<file path="src/rtl/core/macc_pkg.sv">
// ----------------------------------------------------------------------------
// macc_pkg
// Shared constants, payload structs and item codes for the multichannel
// moving average and calibration core.
// ----------------------------------------------------------------------------
`default_nettype none

package macc_pkg;

  localparam int CHANNELS    = 32;
  localparam int WINDOW_LOG2 = 3;

  localparam int SAMPLE_W   = 12;
  localparam int CH_W       = 5;
  localparam int COEF_W     = 32;
  localparam int WIN_LEN    = 1 << WINDOW_LOG2;
  localparam int SUM_W      = SAMPLE_W + WINDOW_LOG2;
  localparam int CH_IDX_W   = (CHANNELS > 1) ? $clog2(CHANNELS) : 1;
  localparam int RING_DEPTH = CHANNELS * WIN_LEN;
  localparam int RING_AW    = $clog2(RING_DEPTH);

  localparam int QUEUE_DEPTH = 2;
  localparam int QUEUE_AW    = $clog2(QUEUE_DEPTH);

  // Q8.24 * integer mean + Q16.16 << 8, then drop 8 fraction bits
  localparam int FRAC_DROP = 8;
  localparam int PROD_W    = COEF_W + SAMPLE_W + 1;
  localparam int ACC_W     = PROD_W + 1;
  localparam int Q_W       = ACC_W - FRAC_DROP;

  localparam logic [CH_W:0] CH_LIMIT = (CH_W + 1)'(CHANNELS);

  localparam logic signed [COEF_W-1:0] VOLT_MAX = 32'sh7FFF_FFFF;
  localparam logic signed [COEF_W-1:0] VOLT_MIN = 32'sh8000_0000;

  typedef enum logic [1:0] {
    KIND_SAMPLE,
    KIND_LOAD,
    KIND_BAD
  } kind_t;

  typedef struct packed {
    logic                     mode;
    logic [CH_W-1:0]          channel;
    logic [SAMPLE_W-1:0]      sample;
    logic signed [COEF_W-1:0] gain;
    logic signed [COEF_W-1:0] offset;
  } in_t;

  typedef struct packed {
    logic [CH_W-1:0]          out_channel;
    logic [SAMPLE_W-1:0]      last_sample;
    logic [SAMPLE_W-1:0]      mean;
    logic signed [COEF_W-1:0] voltage;
    logic                     channel_error;
  } out_t;

  // classified item, front to back
  typedef struct packed {
    kind_t                    kind;
    logic [CH_W-1:0]          channel;
    logic [SAMPLE_W-1:0]      sample;
    logic signed [COEF_W-1:0] gain;
    logic signed [COEF_W-1:0] offset;
  } cmd_t;

  // channel state after the update, ready for calibration
  typedef struct packed {
    logic                     err;
    logic [CH_W-1:0]          channel;
    logic [SAMPLE_W-1:0]      last_sample;
    logic [SAMPLE_W-1:0]      mean;
    logic signed [COEF_W-1:0] gain;
    logic signed [COEF_W-1:0] offset;
  } calc_t;

endpackage

`default_nettype wire

</file>
<file path="src/rtl/core/macc_calib.sv">
// ----------------------------------------------------------------------------
// macc_calib
// Calibration pipeline: gain * mean, offset add with floor to Q16.16,
// saturation, and the output register. Drives the shared advance enable.
// ----------------------------------------------------------------------------
`default_nettype none

module macc_calib (
  input  wire logic            clk,
  input  wire logic            rst,
  input  wire logic            calc_valid,
  input  wire macc_pkg::calc_t calc,
  output logic                 adv,
  output logic                 out_valid,
  input  wire logic            out_ready,
  output macc_pkg::out_t       out_data
);

  logic                                s3_valid;
  macc_pkg::calc_t                     s3;
  logic signed [macc_pkg::PROD_W-1:0]  prod;

  logic                                s4_valid;
  macc_pkg::calc_t                     s4;
  logic signed [macc_pkg::PROD_W-1:0]  s4_prod;

  logic signed [macc_pkg::ACC_W-1:0]   acc;
  logic signed [macc_pkg::Q_W-1:0]     q;
  logic signed [macc_pkg::COEF_W-1:0]  volt;
  macc_pkg::out_t                      res;

  // whole back end moves together whenever the output register can take
  assign adv = !out_valid || out_ready;

  always_ff @(posedge clk) begin
    if (rst) begin
      s3_valid  <= 1'b0;
      s4_valid  <= 1'b0;
      out_valid <= 1'b0;
    end else if (adv) begin
      s3_valid  <= calc_valid;
      s4_valid  <= s3_valid;
      out_valid <= s4_valid;
    end
  end

  assign prod = s3.gain * $signed({1'b0, s3.mean});

  always_ff @(posedge clk) begin
    if (adv) begin
      s3       <= calc;
      s4       <= s3;
      s4_prod  <= prod;
      out_data <= res;
    end
  end

  // offset moved to Q.24, then arithmetic shift gives the floor
  assign acc = {s4_prod[macc_pkg::PROD_W-1], s4_prod}
             + {{(macc_pkg::ACC_W - macc_pkg::COEF_W - macc_pkg::FRAC_DROP)
                 {s4.offset[macc_pkg::COEF_W-1]}},
                s4.offset, macc_pkg::FRAC_DROP'(0)};
  assign q   = acc[macc_pkg::ACC_W-1:macc_pkg::FRAC_DROP];

  always_comb begin
    if (q[macc_pkg::Q_W-1:macc_pkg::COEF_W-1] == '0
        || q[macc_pkg::Q_W-1:macc_pkg::COEF_W-1] == '1) begin
      volt = q[macc_pkg::COEF_W-1:0];
    end else if (q[macc_pkg::Q_W-1]) begin
      volt = macc_pkg::VOLT_MIN;
    end else begin
      volt = macc_pkg::VOLT_MAX;
    end
  end

  always_comb begin
    res.out_channel   = s4.channel;
    res.last_sample   = s4.last_sample;
    res.mean          = s4.mean;
    res.channel_error = s4.err;
    res.voltage       = s4.err ? '0 : volt;
  end

endmodule

`default_nettype wire
</file>
<file path="config.mk">
export PLATFORM = sky130hd
export DESIGN_NAME = macc_calib
export DESIGN_NICKNAME = d
export VERILOG_FILES = /design/src/rtl/core/macc_pkg.sv /design/src/rtl/core/macc_calib.sv
export SDC_FILE = /design/constraint.sdc
export NUM_CORES = 1
export LEC_CHECK = 0
export ABC_AREA = 0
export BUFFER_PORTS_ARGS = -buffer_cell sky130_fd_sc_hd__buf_4
export CAP_MARGIN = 25
export CELL_PAD_IN_SITES_DETAIL_PLACEMENT = 1
export CELL_PAD_IN_SITES_GLOBAL_PLACEMENT = 2
export CORE_MARGIN = 2
export CORE_UTILIZATION = 40
export CTS_CLUSTER_SIZE = 24
export DETAILED_ROUTE_END_ITERATION = 6
export PLACE_DENSITY_LB_ADDON = 0.1
export SLEW_MARGIN = 0
export SYNTH_ARGS = -nofsm -noshare
export SYNTH_HDL_FRONTEND = slang
export SYNTH_SLANG_ARGS = --single-unit
</file>
<file path="constraint.sdc">
create_clock -name clk -period 9.8 [get_ports clk]
set_clock_uncertainty 0.05 [all_clocks]
set_input_delay 0.98 -clock clk [delete_from_list [all_inputs] [get_ports clk]]
set_output_delay 0.98 -clock clk [all_outputs]
set_load 0.01 [all_outputs]
</file>
**Word level (Yosys, flattened, before mapping)**

Index checks and enable logic that the tools add are counted.

- Register bits after elaboration: 266
- Word-level logic and storage cells: 29

- $add $sub $neg: 1
- Multiply operators: 1
- Equal/unequal tests: 1
- Multiplexer cells: 2
- Reduce and logical (&&, ||, !) cells: 4

Operator list:

| cell | number |
|---|---|
| 2-to-1 mux 32 bit | 2 |
| adder 45 x 40 -> 46 bit | 1 |
| multiplier 32 x 13 -> 45 bit | 1 |
| == test 7 bit, second input constant | 1 |
| zero test 7 bit | 1 |
| logical OR 1 bit | 2 |
| zero test 1 bit | 1 |

**Longest topological paths before layout**

- Word-level depth: 4
- Mapped depth: 23

**Least setup slack after synthesis**

No wires, ideal clock.

- Path kind: input port to output port
- Start point: input port out_ready
- End point: output port adv
- Data arrival time: 7.237 ns
- Slack: 1.533 ns
- Stages on the path: 1
- Buffers on the path: 0
- Cells stage by stage: nand2b_1

- Word-level cells in the longest chain between the ends: 1

RTL lines:

| element | line | RTL |
|---|---|---|
| from (decl) | macc_calib.sv:15 | `input wire logic out_ready,` |
| logical OR 1 bit | macc_calib.sv:33 | `assign adv = !out_valid \|\| out_ready;` |
| to (decl) | macc_calib.sv:13 | `output logic adv,` |

No other way between the ends.

**Final worst setup path**

- Start point: register s3[68] (netlist bit)
- End point: register s4_prod[41] (netlist bit) (data pin)

- Word-level cells in the longest chain between the ends: 1

RTL lines:

| element | line | RTL |
|---|---|---|
| from (decl) | macc_calib.sv:20 | `macc_pkg::calc_t s3;` |
| from (signal assigned) | macc_calib.sv:51 | `s3 <= calc;` |
| multiplier 32 x 13 -> 45 bit | macc_calib.sv:47 | `assign prod = s3.gain * $signed({1'b0, s3.mean});` |
| named net prod (one bit) | macc_calib.sv:21 | `logic signed [macc_pkg::PROD_W-1:0] prod;` |
| to (signal assigned) | macc_calib.sv:53 | `s4_prod <= prod;` |
| to (decl) | macc_calib.sv:25 | `logic signed [macc_pkg::PROD_W-1:0] s4_prod;` |

The timed path passes the listed nets, and every way through them passes these cells.
A chain may end at the register's enable or synchronous reset.

==> metrics <==
Fin. Hold Viols=0; DR vias/cell=4.82; Die ar.=0.0592 mm^2; Yosys reg bits=258; Final #Nets=2770; ys flop type=edfxtp_1; initial antenna violation count=1; total CTS buffers=31; status=finished, final reports clean; Skew-Pair Late Insertion Delay=600 ps; ranking of synthesized cells by area=edfxtp_1 33%, fa_1 30%, ha_1 7.2%, inv_1 7.1%, and2_1 4.8%; FMAX=145 MHz; crit path time final=6880 ps; gr ovfl total=0; post-route clock period utilization=0.702; P_leak=0.0120 uW; Final GP Congestion=0.830; most instantiated library cell after synthesis=inv_1; Crit Path Max Fanout=17; IO Port Bufs=161; Synth Warn #=0; # hold bufs at CTS=0; vias in the first global route=16285; Yosys cell types=73; DRC viols=0; Post-CTS Setup Bufs=0; CTS sink count=258; crit path DAT=7170 ps; placed wire-length estimate=44800 um; Post-Route WL=57000 um; peak supply drop=0.241 mV; clock root cell=clkbuf_16; post-synth top area share=0.335; Seq/Total Area, Yosys=0.337; RSZ-0062 raised after global routing=no; syn_nets=2638; max-slew violations=0; Worst-path clk slew=60 ps; sequential share of power=0.193; post-route antenna net violation count=0; CP endpoint kind=register; first-pass GRT wire length=91300 um; Setup TNS=0 ps; Avg Inst Size Synth=11.1 um^2; Worst-Margin Slew=1010 ps; core box area=0.0565 mm^2; htree depth=1; synthesized area=0.0229 mm^2; Die H=243 um; pwr/cell area=382 mW/mm^2; combinational fraction of design power=0.692; number of diodes=0; CTS max path bufs=3; worst hold path type=reg2reg; CP Data Required Time=10090 ps; detail-routed net length per standard cell=19.1 um; setup ws final=2920 ps; pre-CTS WS=2760 ps; number of flops mapped to enable cells by yosys=255; Post-CTS Resized=0; Starting Density=0.405; Die Width=243 um; clock power share=0.115; P_int=5360 uW; Cells after Synth=2070; Slew HR=0.327; Switch Pwr=4520 uW; largest net degree at the start of global routing=77; startpoint class of the critical path=register; post-synth top area cell=edfxtp_1; gr usage total=0.198; Max Cap Viol=0; I/O Pins=162; Setup CP Type=reg2reg; vias=14374; DRT Pass-1 Iters=5; CTS tree=yes; final setup violation count=0; DRT iter0 DRCs=668; most instantiated cells after synthesis=434 x inv_1, 338 x fa_1, 255 x edfxtp_1; share of layout cells above drive strength 1=0.115; Site Rows=87; Sw Ratio=0.457; Area Growth Syn to Fin=13.0%; FFs w/ async S/R, synth=0
[state kept, by name, indices dropped and copies added, names as in the netlist]
register	count
s4_prod	37
res	30
s4	32
s3_valid	1
out_data	62
out_valid	1
s3	94
s4_valid	1
[cells in the final DEF, fill, tap and decap left out, drive strengths merged, types with 20 or more instances in the layout]
cell type,n
ha,132
xnor2,42
nand2,245
o21ai,33
a21o,20
edfxtp,255
nor2,30
inv,439
a21oi,93
and2,177
clkbuf,41
fa,338
xor2,34
buf,181
[worst max-delay path, stage by stage (launching register included)]
cell      delay, ps
edfxtp_1        840
buf_4           360
nand2_1         110
fa_1            520
fa_1            530
inv_1            60
fa_1            480
fa_1            490
inv_1            50
fa_1            480
inv_1            50
ha_1            340
a21oi_1         200
o221ai_1        130
a22o_1          260
a211oi_1        440
o21ai_0         340
a21oi_1         320
o21ai_0         190
o21a_1          200
nor2_1          110
xnor2_1          70
[layout make-up]
type	instances	area (um^2)
clock buffers	41	843
clock inverters	16	165
fillers	6094	30600
inverters	434	1630
multi-input cells	1296	13200
flip-flops and latches	258	7720
well taps	756	946
repair buffers	181	1380
[kinds of logic (layout without fill, tap and decap cells)]
group                      after synthesis  count (layout)  share of synthesized area
and+or+nand+nor                        528             528                      0.114
buffers and inverters                  516             672                     0.0877
adders and majority gates              470             470                      0.368
DFF                                    258             258                      0.337
AOI/OAI and AO/OA                      220             220                     0.0630
xor gates and xnor gates                76              76                     0.0291
muxes                                    2               2                   0.000875
[per-layer routing]
layer  GRT usage  vias up  wire length, um
met2       0.320      235            25800
met4      0.0363        0              771
met1       0.283     7330            27900
met5           0        -                0
li1            -     6759                -
met3      0.0328       50             2620
[power by group through the flow]
stage                     clock (uW)  sequential, uW  combinational, uW
after floorplan                    0            1900               5090
after global placement             0            1940               6740
after detailed placement           0            1940               6920
after CTS                       1180            1920               6970
after global routing            1220            1930               7870
final                           1130            1910               6830
[through the flow]
step / utilization / hold slack (ps) / std cells / area [um^2] / total power (uW)
4_1_cts: 0.457 / 363 / 2981 / 25800 / 10100
6_report: 0.458 / 365 / 2982 / 25900 / 9880
2_1_floorplan: - / 350 / 2070 / 22900 / 6990
3_3_place_gp: 0.440 / 351 / 2924 / 24800 / 8680
5_1_grt: 0.458 / 361 / 2982 / 25900 / 11000
3_5_place_dp: 0.440 / 356 / 2924 / 24800 / 8860
[worst paths after layout]
check	from	endpoint	slack (ps)	cells past startpoint
setup / recovery	s3[68]	s4_prod[41]	2920	21
hold / removal	s3[14]	s4[14]	370	0
setup reg to reg	s3[68]	s4_prod[41]	2920	21
hold reg to reg	s3[14]	s4[14]	370	0
(Power assumes the default switching activity.)
