File: src/rtl/core/macc_pkg.sv
// ----------------------------------------------------------------------------
// macc_pkg
// Shared constants, payload structs and item codes for the multichannel
// moving average and calibration core.
// ----------------------------------------------------------------------------
`default_nettype none

package macc_pkg;

  localparam int CHANNELS    = 32;
  localparam int WINDOW_LOG2 = 3;

  localparam int SAMPLE_W   = 12;
  localparam int CH_W       = 5;
  localparam int COEF_W     = 32;
  localparam int WIN_LEN    = 1 << WINDOW_LOG2;
  localparam int SUM_W      = SAMPLE_W + WINDOW_LOG2;
  localparam int CH_IDX_W   = (CHANNELS > 1) ? $clog2(CHANNELS) : 1;
  localparam int RING_DEPTH = CHANNELS * WIN_LEN;
  localparam int RING_AW    = $clog2(RING_DEPTH);

  localparam int QUEUE_DEPTH = 2;
  localparam int QUEUE_AW    = $clog2(QUEUE_DEPTH);

  // Q8.24 * integer mean + Q16.16 << 8, then drop 8 fraction bits
  localparam int FRAC_DROP = 8;
  localparam int PROD_W    = COEF_W + SAMPLE_W + 1;
  localparam int ACC_W     = PROD_W + 1;
  localparam int Q_W       = ACC_W - FRAC_DROP;

  localparam logic [CH_W:0] CH_LIMIT = (CH_W + 1)'(CHANNELS);

  localparam logic signed [COEF_W-1:0] VOLT_MAX = 32'sh7FFF_FFFF;
  localparam logic signed [COEF_W-1:0] VOLT_MIN = 32'sh8000_0000;

  typedef enum logic [1:0] {
    KIND_SAMPLE,
    KIND_LOAD,
    KIND_BAD
  } kind_t;

  typedef struct packed {
    logic                     mode;
    logic [CH_W-1:0]          channel;
    logic [SAMPLE_W-1:0]      sample;
    logic signed [COEF_W-1:0] gain;
    logic signed [COEF_W-1:0] offset;
  } in_t;

  typedef struct packed {
    logic [CH_W-1:0]          out_channel;
    logic [SAMPLE_W-1:0]      last_sample;
    logic [SAMPLE_W-1:0]      mean;
    logic signed [COEF_W-1:0] voltage;
    logic                     channel_error;
  } out_t;

  // classified item, front to back
  typedef struct packed {
    kind_t                    kind;
    logic [CH_W-1:0]          channel;
    logic [SAMPLE_W-1:0]      sample;
    logic signed [COEF_W-1:0] gain;
    logic signed [COEF_W-1:0] offset;
  } cmd_t;

  // channel state after the update, ready for calibration
  typedef struct packed {
    logic                     err;
    logic [CH_W-1:0]          channel;
    logic [SAMPLE_W-1:0]      last_sample;
    logic [SAMPLE_W-1:0]      mean;
    logic signed [COEF_W-1:0] gain;
    logic signed [COEF_W-1:0] offset;
  } calc_t;

endpackage

`default_nettype wire

File: src/rtl/core/macc_front.sv
// ----------------------------------------------------------------------------
// macc_front
// Accepts input items, classifies them as sample, load or bad channel, and
// queues them for the back end.
// ----------------------------------------------------------------------------
`default_nettype none

module macc_front (
  input  wire logic          clk,
  input  wire logic          rst,
  input  wire logic          in_valid,
  output logic               in_ready,
  input  wire macc_pkg::in_t in_data,
  output logic               cmd_valid,
  input  wire logic          cmd_ready,
  output macc_pkg::cmd_t     cmd
);

  macc_pkg::cmd_t                  entries [macc_pkg::QUEUE_DEPTH];
  macc_pkg::cmd_t                  cls;
  logic [macc_pkg::QUEUE_AW-1:0]   wr_ptr;
  logic [macc_pkg::QUEUE_AW-1:0]   rd_ptr;
  logic [macc_pkg::QUEUE_AW:0]     count;
  logic                            push;
  logic                            pop;

  always_comb begin
    cls.channel = in_data.channel;
    cls.sample  = in_data.sample;
    cls.gain    = in_data.gain;
    cls.offset  = in_data.offset;
    priority if ({1'b0, in_data.channel} >= macc_pkg::CH_LIMIT) begin
      cls.kind = macc_pkg::KIND_BAD;
    end else if (in_data.mode) begin
      cls.kind = macc_pkg::KIND_LOAD;
    end else begin
      cls.kind = macc_pkg::KIND_SAMPLE;
    end
  end

  assign in_ready  = (count != (macc_pkg::QUEUE_AW + 1)'(macc_pkg::QUEUE_DEPTH));
  assign cmd_valid = (count != '0);
  assign cmd       = entries[rd_ptr];
  assign push      = in_valid && in_ready;
  assign pop       = cmd_valid && cmd_ready;

  always_ff @(posedge clk) begin
    if (push) begin
      entries[wr_ptr] <= cls;
    end
  end

  always_ff @(posedge clk) begin
    if (rst) begin
      wr_ptr <= '0;
      rd_ptr <= '0;
      count  <= '0;
    end else begin
      if (push) begin
        wr_ptr <= (wr_ptr == macc_pkg::QUEUE_AW'(macc_pkg::QUEUE_DEPTH - 1)) ? '0 : wr_ptr + 1'b1;
      end
      if (pop) begin
        rd_ptr <= (rd_ptr == macc_pkg::QUEUE_AW'(macc_pkg::QUEUE_DEPTH - 1)) ? '0 : rd_ptr + 1'b1;
      end
      if (push && !pop) begin
        count <= count + 1'b1;
      end else if (pop && !push) begin
        count <= count - 1'b1;
      end
    end
  end

endmodule

`default_nettype wire

File: config.mk
export PLATFORM = sky130hd
export DESIGN_NAME = macc_front
export DESIGN_NICKNAME = d
export VERILOG_FILES = /design/src/rtl/core/macc_pkg.sv /design/src/rtl/core/macc_front.sv
export SDC_FILE = /design/constraint.sdc
export NUM_CORES = 1
export LEC_CHECK = 0
export BUFFER_PORTS_ARGS = -buffer_cell sky130_fd_sc_hd__buf_2
export CORE_AREA = 3 3 149 93
export CTS_BUF_LIST = sky130_fd_sc_hd__clkbuf_2 sky130_fd_sc_hd__clkbuf_4 sky130_fd_sc_hd__clkbuf_8
export DETAILED_ROUTE_END_ITERATION = 10
export DIE_AREA = 0 0 152 96
export PLACE_DENSITY_LB_ADDON = 0.25
export SYNTH_ARGS = -nofsm -noshare
export SYNTH_HDL_FRONTEND = slang
export SYNTH_SLANG_ARGS = --single-unit
File: constraint.sdc
create_clock -name clk -period 3.1 [get_ports clk]
set_input_delay 0.775 -clock clk [delete_from_list [all_inputs] [get_ports clk]]
set_output_delay 0.775 -clock clk [all_outputs]
set_load 0.01 [all_outputs]
### Yosys cells after proc, flatten, opt, wreduce, memory -nomap -nowiden

Memories as Yosys holds them, arrays and structs flattened. A register that Yosys moved wholly into a read port is not among the register bits.
Cells that the tools add are included.
W data, S select, Z words.

| storage, ports and cells | value |
|---|---|
| flip-flop bits (word level) | 4 |
| bits in writable memories | 164 |
| bits of input ports | 86 |
| output and inout bits | 85 |
| logic and storage cells | 26 |
| memories | 1 |

| cells by class | value |
|---|---|
| add/sub/neg operators | 4 |
| eq/ne operators | 1 |
| multiplexer cells | 9 |
| reductions and logical operators | 8 |

Memory list:

| name | depth | width | read ports | clocked after memory_dff | write ports | RTL line | text |
|---|---|---|---|---|---|---|---|
| entries | 2 | 82 | 1 | 1 | 1 | macc_front.sv:19 | `macc_pkg::cmd_t entries [macc_pkg::QUEUE_DEPTH];` |

Operators with widths:

| cell | number |
|---|---|
| $mux W1 | 7 |
| $logic_and A1 B1 Y1 | 4 |
| $mux W2 | 2 |
| $reduce_bool A2 Y1 | 2 |
| $add A1 B1 Y1 const B | 2 |
| $add A2 B1 Y2 const B | 1 |
| $logic_not A1 Y1 | 2 |
| $ne A2 B2 Y1 const B | 1 |
| $sub A2 B1 Y2 const B | 1 |

### Longest topological paths before layout

| logic depth | value |
|---|---|
| depth after elaboration | 6 |
| depth in mapped cells | 6 |
| gate-level depth less buffers | 6 |

### Worst setup path after synthesis

OpenSTA, ideal clock, no wires.

| timing | value |
|---|---|
| path kind | input port to flip-flop |
| start | input port in_valid |
| end | memory entries[1][0] (netlist bit) (enable) |
| library setup time | 0.450 ns |
| data arrival time | 2.735 ns |
| required time | 2.650 ns |
| path slack | -0.085 ns |
| cell stages on the path | 1 |
| buffers on the path | 0 |
| cell sequence | and3_1 |

| between the ends | value |
|---|---|
| longest elaborated chain between the ends | 3 |

RTL lines:

| element | RTL line | text |
|---|---|---|
| from (decl) | macc_front.sv:11 | `input wire logic in_valid,` |
| $logic_and A1 B1 Y1 | macc_front.sv:44 | `assign push = in_valid && in_ready;` |
| $mux W1 | macc_front.sv:48 | `if (push) begin` |
| $mux W1 (not written as such) | macc_front.sv:49 | `entries[wr_ptr] <= cls;` |
| to (decl) | macc_front.sv:19 |  |

No other way between the ends.

==> impl_metrics.yaml <==
yosys:
  synth_compound_area_share_pct: 0.4885
  synth_edf_count: 164
  synth_area_leaders: "edfxtp_1, mux2_2, dfxtp_1"
  yosysSeqAreaShare_pct: 81.74
  yosys-mux-area-fraction_pct: 15.02
  yosysMostFrequentCell: "edfxtp_1"
  syn_nets: 368
  ys_async_sr_fraction_pct: 0
  ys_ff_latch: 169
  synth_xor_area_share_pct: 0.4274
  synth-simple-area-share_pct: 0.8142
  synth_fa_ha_area_share_pct: 0.2035
  syn-cell-area_mm2: 0.006147
  yosys_most_used_dff: "edfxtp_1"
  synth_cell_types: 19
  yosys-top-cells-count: "edfxtp_1, mux2_2, buf_4"
  synth_top_family_by_area: "multiplexers"
  synth_top_cell_area_share_pct: 80.11
  yosys.area.top_type: "edfxtp_1"
  yosysWarningCount: 0
  netlist_instances: 281
  syn_avg_cell_area_um2: 21.88
global_route:
  grt_pass1_vias: 3335
  grt_start_max_net_pins: 45
  grt_pass1_wl_mm: 17.12
  grt_overflow: 0
  antenna_found_initial: 2
  grt_usage_pct: 15.71
timing:
  maxSlewViolCount: 0
  rsz0062_at_grt: "false"
  worst_slack_ns: 0.4588
  max_freq_mhz: 378.6
  finalSetupTns_ns: 0
  tightest_slew_ns: 0.5419
  skew_ns: 0.01607
  max_slew_margin_pct: 63.83
  fin_crit_sh_pct: 85.20
  setup_viol: 0
  period_needed_ns: 2.641
  hold_violations: 0
cts:
  clock_path_buffers: 2
  cts.repair.resized: 0
  clock_latency_ns: 0.43
  cts.clk_slew.worst_paths_ns: 0.08
  numClockSinks: 169
  post-cts-setup-buffer-count: 0
  hold_buffers: 0
  numCtsBuffers: 17
  cts_tree: "built"
  clock-root-buffer: "clkbuf_8"
  htreeDepth: 4
floorplan:
  initial_core_util_pct: 48.59
  dieArea_mm2: 0.01459
  core-area_mm2: 0.01265
  die_x_um: 152
  ios: 171
  fp.dieH_um: 96
  rows: 32
cells_and_area:
  fin_util_pct: 60.29
  drive_above_1_share_pct: 61.13
  diodes: 0
  fillers: 976
  area_delta_synth_final_pct: 24.10
  fin_nets: 552
flow_run:
  maxCapViolations: 0
route:
  drc: 0
  vias_per_cell: 4.909
  wire_per_inst_um: 17.73
  drt-met1-wl_mm: 4.935
  antenna_left: 0
  drt_first_pass_iters: 4
  met2WireLength_mm: 5.297
  wl_met3_mm: 1.057
  drtIter0Drc: 143
  drt_wl_total_mm: 11.45
  vias: 3171
  dr.max_layer_used: "met5"
power:
  p_seq_share_pct: 49.5
  swShare_pct: 27.11
  total_power_uw: 5978
  comb_power_share_pct: 24.7
  peakVddDrop_uv: 405.9
  power.density_mw_per_mm2: 783.6
  power.switching_uw: 1621
  p_leak_uw: 0.002846
  cell_internal_pwr_uw: 4357
  clkPwrFrac_pct: 25.7
place:
  port_buffers: 169
  dp_worst_setup_slack_ns: 0.9202
  gp_congestion: 0.7331
  dp.final_hpwl_mm: 7.763
critical_path:
  rrSetupSlack_ns: 1.30
  critPathMaxFanout: 44
  max_stage_delay_ns: 0.56
  critPathSlowestCell: "dfxtp_4"
  crit_arrival_ns: 1.87
  cp.required_ns: 2.32
  cp-end-kind: "output pin"
  cp-start-kind: "register"
  path_buf_inv: 2
  crit_chain: "buf_12 > mux2_2 > buf_2"
  crit_type: "register to output pin"
  crit_family: "flip-flops"
run_status:
  status: "complete, no violations"
worst_hold_path:
  min_path_type: "register to register"
[path summary, 6_finish.rpt]
| kind | start | end | depth (start not counted) |
|---|---|---|---|
| max | register | cmd[21] | 3 |
| min | rd_ptr$_SDFFE_PP0P_ | rd_ptr$_SDFFE_PP0P_ | 2 |
| max reg2reg | count[0]$_SDFFE_PP0P_ | entries[0][40]$_DFFE_PP_ | 4 |
| min reg2reg | rd_ptr$_SDFFE_PP0P_ | rd_ptr$_SDFFE_PP0P_ | 2 |
[cell usage in the layout, fill, tap and decap left out, types with 2 or more instances in the layout]
cell type  count
buf_2        169
edfxtp_1     164
mux2_2        82
clkbuf_8      17
clkinv_2       5
dfxtp_1        4
buf_12         4
xor2_1         3
nor2_1         3
bufinv_16      3
o21ai_0        2
a21oi_1        2
clkinv_4       2
inv_6          2
buf_4          2
[per-layer routing]
metal / up-vias / track usage (%)
met4: 4 / 6.731
met5: - / 0
met3: 15 / 7.547
met1: 1555 / 19.26
li1: 1471 / -
met2: 126 / 24.19
[per-stage QoR]
stage / area [um^2] / hold slack [ns] / instances
3_3_place_gp: 7238 / 0.4875 / 616
4_1_cts: 7629 / 0.4881 / 646
3_5_place_dp: 7238 / 0.5046 / 616
6_report: 7629 / 0.5235 / 646
2_1_floorplan: 6148 / 0.4705 / 281
5_1_grt: 7629 / 0.4790 / 646
[power by group through the flow]
stage / registers, uW / logic (uW) / clock network [uW]
2_1_floorplan: 2960 / 959 / 0
3_3_place_gp: 3000 / 1480 / 0
3_5_place_dp: 3020 / 1500 / 0
4_1_cts: 2970 / 1510 / 1580
5_1_grt: 2990 / 1600 / 1670
6_report: 2960 / 1480 / 1540
[logic make-up (layout without fill, tap and decap cells)]
logic type | Yosys count | after routing
buffers and inverters | 11 | 206
AO/OA/AOI/OAI | 5 | 5
adder cells (fa/ha/maj) | 1 | 1
flip-flops | 169 | 169
AND/OR/NAND/NOR | 9 | 9
other | 1 | 1
XOR/XNOR | 3 | 3
multiplexers | 82 | 82
[registers in the layout, summed over array words and instances (netlist names), named ones only]
register and count:
rd_ptr 1, count 2, entries 164, wr_ptr 1
[final cells by class]
cell class / instances / area [um^2] / share of cell area (%)
multi-input cells: 101 / 1051 / 13.78
flip-flops and latches: 169 / 5029 / 65.92
clock buffers: 18 / 241.5 / 3.165
repair buffers: 175 / 940.9 / 12.33
clock inverters: 12 / 148.9 / 1.952
inverters: 1 / 5.005 / 0.06561
well taps: 170 / 212.7 / 2.788
[worst register-to-register path, stage by stage, from the launching register on]
cell and delay (ns):
dfxtp_1 0.35, nand2b_1 0.21, nand3b_1 0.15, clkinv_2 0.45
buf_12 0.38
(Power assumes the default switching activity.)
